$ cat src/hw/rtl/rlfc_pkg.sv
// Shared types, codes and helpers for the route lookup and flow cache block.
`timescale 1ns / 1ps
`default_nettype none
package rlfc_pkg;

   localparam int ROUTE_ENTRIES_DEF = 32;
   localparam int FLOW_ENTRIES_DEF  = 1024;
   localparam int ADDR_W            = 32;
   localparam int PLEN_W            = 6;
   localparam int STATUS_W          = 2;
   localparam int RIDX_W            = 5;

   typedef enum logic [STATUS_W-1:0] {
      ST_ADDED = 2'd0,
      ST_FULL  = 2'd1,
      ST_FOUND = 2'd2,
      ST_NONE  = 2'd3
   } status_type;

   localparam logic REQ_ADD    = 1'b0;
   localparam logic REQ_LOOKUP = 1'b1;

   typedef struct packed {
      logic [ADDR_W-1:0] addr;
      logic [PLEN_W-1:0] plen;
   } route_type;

   typedef struct packed {
      logic              valid;
      logic [ADDR_W-1:0] addr;
      logic              found;
   } query_type;

   function automatic logic [ADDR_W-1:0] prefix_mask(input logic [PLEN_W-1:0] plen);
      logic [ADDR_W-1:0] m;
      if (plen >= PLEN_W'(ADDR_W)) begin
         m = '1;
      end else begin
         m = ~({ADDR_W{1'b1}} >> plen);
      end
      return m;
   endfunction

endpackage
`default_nettype wire

$ cat src/hw/rtl/rlfc_cell.sv
// One route cell: holds a route, shifts on add, checks a passing lookup.
`timescale 1ns / 1ps
`default_nettype none
module rlfc_cell #(
   parameter int ROUTE_ENTRIES = rlfc_pkg::ROUTE_ENTRIES_DEF,
   parameter int CELL_INDEX    = 0,
   localparam int IW  = (ROUTE_ENTRIES > 1) ? $clog2(ROUTE_ENTRIES) : 1,
   localparam int RCW = $clog2(ROUTE_ENTRIES + 1)
) (
   input  wire                  clock,
   input  wire                  reset,
   input  wire                  shift_en,
   input  rlfc_pkg::route_type  route_in,
   input  wire [IW-1:0]         idx_in,
   output rlfc_pkg::route_type  route_out,
   output logic [IW-1:0]        idx_out,
   input  wire [RCW-1:0]        route_count,
   input  rlfc_pkg::query_type  query_in,
   input  wire [IW-1:0]         qidx_in,
   output rlfc_pkg::query_type  query_out,
   output logic [IW-1:0]        qidx_out
);

   rlfc_pkg::route_type route_ff;
   logic [IW-1:0]       idx_ff;
   rlfc_pkg::query_type query_ff, query_in_n;
   logic [IW-1:0]       qidx_ff, qidx_in_n;
   logic                active, match;

   assign active = RCW'(CELL_INDEX) < route_count;
   assign match  = route_ff.addr == (query_in.addr & rlfc_pkg::prefix_mask(route_ff.plen));

   always_comb begin
      query_in_n.valid = query_in.valid;
      query_in_n.addr  = query_in.addr;
      query_in_n.found = query_in.found | (active & match);
      qidx_in_n        = query_in.found ? qidx_in : idx_ff;
   end

   always_ff @(posedge clock) begin
      if (shift_en) begin
         route_ff <= route_in;
         idx_ff   <= idx_in;
      end
      query_ff.addr  <= query_in_n.addr;
      query_ff.found <= query_in_n.found;
      qidx_ff        <= qidx_in_n;
      if (reset) begin
         query_ff.valid <= 1'b0;
      end else begin
         query_ff.valid <= query_in_n.valid;
      end
   end

   assign route_out = route_ff;
   assign idx_out   = idx_ff;
   assign query_out = query_ff;
   assign qidx_out  = qidx_ff;

endmodule
`default_nettype wire

$ cat config.mk
export PLATFORM = sky130hd
export DESIGN_NAME = rlfc_cell
export DESIGN_NICKNAME = d
export VERILOG_FILES = /design/src/hw/rtl/rlfc_pkg.sv /design/src/hw/rtl/rlfc_cell.sv
export SDC_FILE = /design/constraint.sdc
export NUM_CORES = 1
export LEC_CHECK = 0
export BUFFER_PORTS_ARGS = -buffer_cell sky130_fd_sc_hd__buf_2
export CAP_MARGIN = 40
export CORE_MARGIN = 4
export CORE_UTILIZATION = 36
export CTS_BUF_LIST = sky130_fd_sc_hd__clkbuf_4 sky130_fd_sc_hd__clkbuf_8
export DETAILED_ROUTE_END_ITERATION = 10
export HOLD_SLACK_MARGIN = 0.02
export PLACE_DENSITY_LB_ADDON = 0.25
export SETUP_SLACK_MARGIN = 0.1
export SYNTH_ARGS = -nofsm -noshare
export SYNTH_HDL_FRONTEND = slang
export SYNTH_SLANG_ARGS = --single-unit
$ cat constraint.sdc
create_clock -name clock -period 2.35 [get_ports clock]
set_input_delay 0 -clock clock [delete_from_list [all_inputs] [get_ports clock]]
set_output_delay 0 -clock clock [all_outputs]
set_load 0.02 [all_outputs]
# After elaboration in Yosys (flattened, before gate mapping)
# Index checks and enable logic that the tools add are counted.
# W data, S select, Z words.
# op_classes
magnitude_cmp	2
shift	1
bitwise	4
eq_ne	1
mux	2
# op_table
operator	count
$and A32 B32 Y32	1
$eq A32 B32 Y1	1
$mux W32	1
$not A32 Y32	1
$shr A32 B6 Y32 const A	1
$ge A6 B6 Y1 const B	1
$lt A1 B6 Y1 const A	1
$mux W5	1
$and A1 B1 Y1	1
$or A1 B1 Y1	1
# word_totals
out_inout_bits	82
reg_bits	82

# Logic depth before layout (Yosys ltp)
# Gate-level depths: netlist (run 1).
# depth
depth_word	7
ltp_mapped	9
mapped_depth_nobuf	6

# Least setup slack after synthesis (run 1)
# Ideal clock, no wire load.
# synth_timing
kind	reg2reg
start	reg route_ff, in the netlist route_out[5]
end	reg query_ff, in the netlist query_out[0]
t_required_ns	2.254
synth_period_minus_slack_ns	2.289
setup_time_ns	0.096
path_stages_with_launch	9
n_path_buf	2
arrival_ns	2.193
slack_ns	0.061
cell_sequence	edfxtp_1 -> buf_6 -> or2_1 -> buf_6 -> o21ai_2 -> xor2_1 -> nand4_1 -> or4_1 -> o41ai_2
# synth_rtl
item	line_no	rtl
start, declared	rlfc_cell.sv:24	rlfc_pkg::route_type route_ff;
start signal, assigned	rlfc_cell.sv:42	route_ff <= route_in;
end, declared	rlfc_cell.sv:26	rlfc_pkg::query_type query_ff, query_in_n;

==> flow_metrics.tcl, run 1 <==
set metrics [dict create \
    antennaDiodeCount 0 \
    routed_wirelength_um 11100 \
    synth_top_area_cell "edfxtp_1" \
    vias 3201 \
    synth-compound-area-share_pct 15.5 \
    grt_max_degree 44 \
    grt_busiest_layer "met2" \
    async_reset_ff_share_pct 0 \
    final_nets 634 \
    fill_cells 687 \
    synth-seq-cells 82 \
    cts_made_buffers 9 \
    area_growth_pct 66.8 \
    path_clk_slew_ns 0.10 \
    synth-warning-count 0 \
    peakVddDrop_uv 374 \
    rsz0062_at_grt "false" \
    die_w_um 103 \
    synth_top_area_share_pct 40.0 \
    io_pins 173 \
    first_pass_iters 5 \
    grt_usage_pct 20.7 \
    path_max_fanout 22 \
    cp_slowest_stage_delay_ns 0.54 \
    worst_pin_slew_ns 0.595 \
    crit_buf_inv 1 \
    slowest_stage "or4_1" \
    clock-sinks 82 \
    crit_type "reg -> reg" \
    synth_xor_area_share_pct 3.80 \
    clkLatencyLatePin_ns 0.37 \
    synth-adder-area-share_pct 0 \
    yosysMostFrequentCell "edfxtp_1" \
    overflow 0 \
    dpl-instance-area_mm2 0.00425 \
    critical-path-top-delay-family "compound AO/OA/AOI/OAI gates" \
    cts_tree "done" \
    antenna_found_initial 0 \
    cp-start-kind "register" \
    dieHeight_um 103 \
    ys_seq_area_share_pct 64.3 \
    synthCells 272 \
    r2r-start "route_out[1]" \
    drc 0 \
    whs_ns 0.263 \
    min_period_over_period_pct 91.4 \
    die_area_mm2 0.0105 \
    ys_types 47 \
    port_buffers 172 \
    synth_top_family_by_area "compound AO/OA/AOI/OAI gates" \
    drt.antenna.violating_nets 0 \
    wire_per_inst_um 16.9 \
    drive_gt1_share_pct 38.9 \
    hold_violations 0 \
    globalplace.congestion 0.844 \
    synth_nets 363 \
    utilization_pct 61.7 \
    cts_buffer_depth 2 \
    drt_iter0_markers 130 \
    ys_top_cells_by_count "43 x edfxtp_1, 39 x dfxtp_1, 25 x o21ai_0" \
    crit_required_ns 2.63 \
    synth_area_leaders "edfxtp_1 40%, dfxtp_1 24%, o21ai_0 3.9%, xor2_1 2.4%, nand2_1 2.2%" \
    fmax_mhz 466 \
    synth.area.mux_share_pct 1.75 \
    htree_levels 3 \
    synth_simple_gate_area_share_pct 10.9 \
    grtUsageMet2_pct 36.8 \
    final_area_mm2 0.00538 \
    endpoint_kind "register" \
    setup_viol 0 \
    grt_pass1_wl_um 16500 \
    finalSetupTns_ns 0 \
    via_per_inst 4.88 \
    initial_core_util_pct 37.0 \
    core_area_mm2 0.00872 \
    power_density_mw_per_mm2 652 \
    sequential_cell_area_mm2 0.00207 \
    run_status "complete, no violations" \
    crit_start "route_out[1]" \
    syn_area_mm2 0.00322 \
    place_hpwl_um 7490 \
    post-route-min-period_ns 2.15 \
    crit_chain "buf_4, or4_1, o21ai_1, a21oi_1, a211oi_1, nand4_1, o41ai_2" \
    p_leak_nw 2.39 \
    synthFlopType "edfxtp_1" \
    fp-row-count 34 \
    syn_avg_cell_area_um2 11.9 \
    hold_start "route_count[0]" \
    finClkSkew_ns 0.00869 \
    slew_viol_final 0 \
    slew_headroom_pct 60.3 \
    multiInputGateArea_mm2 0.00104 \
    met3_usage_pct 6.56 \
    maxCapViolCount 0 \
    use_met1_pct 23.7 \
    crit_arrival_ns 2.42 \
    grt_pass1_vias 3325 \
    synth_edf_count 43 \
    root_buffer "clkbuf_8" \
    hp-class "in -> reg" \
]
cell type report:
cell class                      count  share of cell area (%)
Clock buffer                        9                    2.30
Clock inverter                      7                    1.72
Inverter                           12                   0.838
Multi-Input combinational cell    163                    19.4
Sequential cell                    82                    38.5
Tap cell                          108                    2.51
Timing Repair Buffer              275                    34.7
cells by family (layout without fill, tap and decap cells):
family                    after synthesis  after routing
xor gates and xnor gates               14             14
DFF                                    82             82
and+or+nand+nor                        69             69
buffers and inverters                  27            303
muxes                                   5              5
AOI/OAI and AO/OA                      75             75
path summary, 6_finish.rpt:
kind	to	slack, ns	depth (start not counted)
max	query_out[0]	0.20	7
min	query_out[0]	0.26	5
max reg2reg	query_out[0]	0.20	7
min reg2reg	query_out[0]	0.68	3
placed cells by master, fill, tap and decap left out, drive strengths merged, types with 2 or more instances in the layout:
master       count
xor2             9
nor4             3
nand2b           3
o21ai           27
inv             17
a31oi            2
a211oi           3
xnor2            5
nor2            10
edfxtp          43
o31ai            2
o22ai            5
o41ai            2
mux2             5
a21oi           10
nand3            8
a21boi           2
o211a            2
nor2b           10
o21a             3
and3             3
nand2           19
a21o             3
buf            186
o2111ai          3
nand4            5
clkbuf          10
nor3             2
dfxtp           39
or4              4
dlygate4sd3     88
a22oi            2
sequential cells by signal (all words and copies together), names as in the netlist:
name / flops
route_out: 38
query_out: 34
idx_out: 5
qidx_out: 5
power breakdown:
part           leakage, nW  switching [mW]  internal (mW)
Sequential           0.750          0.0573           1.61
Clock                0.110           0.581          0.522
Combinational         1.53           0.393          0.338
Total                 2.39            1.03           2.47
what timing repair did:
action / 4_1_cts / 5_1_grt
setup buffers: 0 / 3
hold buffers: 88 / 0
endpoints found under the hold margin: 82 / 0
endpoints found under the setup margin: 0 / 1
resized for setup: 0 / 3
per-layer routing:
layer  vias up  part of all wire (%)
met5         -                     0
met4         0                   1.3
met3        15                   8.6
met2       144                    52
met1      1495                    39
li1       1547                     -
stage by stage:
step	setup WS (ns)	cells	power, mW
finish	0.203	656	3.51
global route	0.0823	656	3.66
CTS	0.128	653	3.53
detailed placement	0.168	549	2.30
global placement	0.231	549	2.30
floorplan	0.185	272	2.03
worst register-to-register path, cell delays in order, from the launching register on:
cell,delay [ns]
edfxtp_1,0.39
buf_4,0.22
or4_1,0.54
o21ai_1,0.14
a21oi_1,0.08
a211oi_1,0.24
nand4_1,0.16
o41ai_2,0.29
Note: power is estimated with default switching activity, not from simulation.
==> inputs of run 2 (changes only) <==
--- a/config.mk
+++ b/config.mk
@@ -5,6 +5,7 @@
 export SDC_FILE = /design/constraint.sdc
 export NUM_CORES = 1
 export LEC_CHECK = 0
+export ABC_AREA = 1
 export BUFFER_PORTS_ARGS = -buffer_cell sky130_fd_sc_hd__buf_2
 export CAP_MARGIN = 40
 export CORE_MARGIN = 4
==> run 2 against run 1 <==
Clock power down 10%. Wire length fell by 6.3%. Sequential power barely moved. Via count rose by 2.8%. Core utilization is 1.1 points lower. Global-route usage fell by 1.1 points. Non-clock buffer count shrank 14. Clock skew increased by 0.0015 ns. Cell count rose by 11%. First-iteration DRC count shrank 5.4%. Critical endpoint unchanged.
==> flow_metrics.tcl, run 2 <==
set metrics [dict create \
    run_status "complete, no violations" \
    r2r-end "query_out[0]" \
    synth_nets 435 \
    drt_iter0_markers 123 \
    crit_type "reg -> reg" \
    path_max_fanout 14 \
    synthFlopType "edfxtp_1" \
    grt_pass1_vias 3414 \
    path_clk_slew_ns 0.07 \
    ys_top_cells_by_count "129 x nand2_1, 43 x edfxtp_1, 39 x dfxtp_1" \
    p_leak_nw 2.60 \
    setup_viol 0 \
    clkPwrFrac_pct 29.5 \
    fp-row-count 34 \
    p_sw_share_pct 28.0 \
    ff2ff_setup_slack_ns 0.56 \
    synth_area_leaders "edfxtp_1 40%, dfxtp_1 24%, nand2_1 15%, inv_1 4.0%, nor2_1 3.6%" \
    r2r_cells 10 \
    slowest_stage "edfxtp_1" \
    comb_power_share_pct 20.2 \
    dieHeight_um 103 \
    grt_max_degree 26 \
    syn_avg_cell_area_um2 9.39 \
    clkLatencyLatePin_ns 0.35 \
    whs_ns 0.0339 \
    finClkSkew_ns 0.0102 \
    root_buffer "clkbuf_8" \
    clock-sinks 82 \
    finalSetupTns_ns 0 \
    globalplace.congestion 0.800 \
    hp-class "in -> reg" \
    initial_core_util_pct 37.0 \
    hold_violations 0 \
    ys_types 20 \
    fmax_mhz 558 \
    r2r-start "route_out[5]" \
    async_reset_ff_share_pct 0 \
    slew_headroom_pct 69.0 \
    cts_made_buffers 9 \
    cp_slowest_stage_delay_ns 0.53 \
    antenna_found_initial 0 \
    min_period_over_period_pct 76.3 \
    crit_arrival_ns 2.08 \
    ys_seq_area_share_pct 64.1 \
    via_per_inst 4.54 \
    worst_pin_slew_ns 0.466 \
    post-route-min-period_ns 1.79 \
    power_density_mw_per_mm2 633 \
    synth-warning-count 0 \
    grt_usage_pct 19.7 \
    cts_buffer_depth 2 \
    fin_ws_ns 0.556 \
    synth_top_area_share_pct 40.0 \
    endpoint_kind "register" \
    wire_per_inst_um 14.3 \
    internal-power_mw 2.41 \
    area_growth_pct 63.4 \
    final_common_cell "buf_2" \
    port_buffers 172 \
    antennaDiodeCount 0 \
    die_area_mm2 0.0106 \
    synth-seq-cells 82 \
    peakVddDrop_uv 354 \
    drc 0 \
    rsz0062_at_grt "false" \
    slew_viol_final 0 \
    synthCells 344 \
    cp-endpoint "query_out[0]" \
    first_pass_iters 4 \
    grt_pass1_wl_um 15800 \
    synth_top_area_cell "edfxtp_1" \
    cp-start-kind "register" \
    drt.antenna.violating_nets 0 \
    core_area_mm2 0.00872 \
    crit_chain "nor2_4, buf_4, nand2_1, nand3b_1, nand3_1, nor2_1, nand2_1, nor2_1, nand2_1, nand2_1" \
    htree_levels 3 \
    cp_common_cell "nand2_1" \
    overflow 0 \
    syn_area_mm2 0.00323 \
    place_hpwl_um 7310 \
    die_w_um 103 \
    p_sw_mw 0.934 \
    seq_power_share_pct 50.3 \
    crit_start "route_out[5]" \
    dpl_worst_slack_ns 0.565 \
    drive_gt1_share_pct 32.9 \
    crit_required_ns 2.64 \
    io_pins 173 \
    vias 3291 \
    yosysMostFrequentCell "nand2_1" \
    routed_wirelength_um 10400 \
    synth_edf_count 43 \
    cts_tree "done" \
    maxCapViolCount 0 \
    largest_reg_flops 38 \
    final_nets 704 \
    final_cell_mix "172 x buf_2, 129 x nand2_1, 87 x dlygate4sd3_1" \
]
[run 2: power groups by stage]
stage                     Sequential, mW  Clock, mW  Combinational [mW]
after floorplan                     1.82          0               0.195
after global placement              1.71          0               0.549
after detailed placement            1.71          0               0.559
after CTS                           1.68       1.01               0.672
after global routing                1.69       1.08               0.741
final                               1.68      0.987               0.674
[run 2: layout make-up]
class / count / area [um^2]
flip-flops and latches: 82 / 2070
clock buffers: 10 / 131
multi-input cells: 224 / 1010
repair buffers: 261 / 1750
clock inverters: 5 / 56.3
inverters: 35 / 131
fillers: 745 / 3440
well taps: 108 / 135
[run 2: worst min-delay path by stage]
stage | depth (start not counted) | to | start | slack, ns
after global placement | 1 | query_out[3] | query_in[3] | 0.12
after floorplan | 0 | query_out[10] | query_in[10] | 0.03
after global routing | 3 | query_out[0] | query_in[0] | 0.07
final | 3 | query_out[0] | query_in[0] | 0.03
after detailed placement | 1 | query_out[8] | query_in[8] | 0.12
after CTS | 3 | query_out[0] | query_in[0] | 0.03
[run 2: logic make-up (layout without fill, tap and decap cells)]
kind of cell	after synthesis	after routing	share of synthesized area (%)
flip-flops	82	82	64.1
AO/OA/AOI/OAI	14	14	2.44
XOR/XNOR	2	2	0.542
AND/OR/NAND/NOR	208	208	28.2
buffers and inverters	38	311	4.72
[run 2: critical path: cells and delay by family, from the launching register on]
kind | cells | cell delay (ns)
buf+inv | 1 | 0.23
flops | 1 | 0.53
simple gates | 9 | 0.99
[run 2: repair_timing]
item | CTS | global route
hold buffers | 87 | 0
setup buffers | 0 | 0
gates resized for setup | 0 | 0
endpoints found under the hold margin | 81 | 0
[run 2: through the flow]
step	util, %	power [mW]	area [um^2]	cells
global placement	48.4	2.26	4220	623
global route	60.5	3.52	5280	725
detailed placement	48.4	2.27	4220	623
finish	60.5	3.34	5280	725
CTS	60.5	3.37	5280	725
floorplan	-	2.02	3230	344
[run 2: per-layer routing]
layer	wire length [um]	GRT usage [%]	share of wire (%)
met1	4000	21.5	38
met2	5510	36.0	53
met3	670	5.41	6.4
met4	221	7.87	2.1
met5	0	0	0
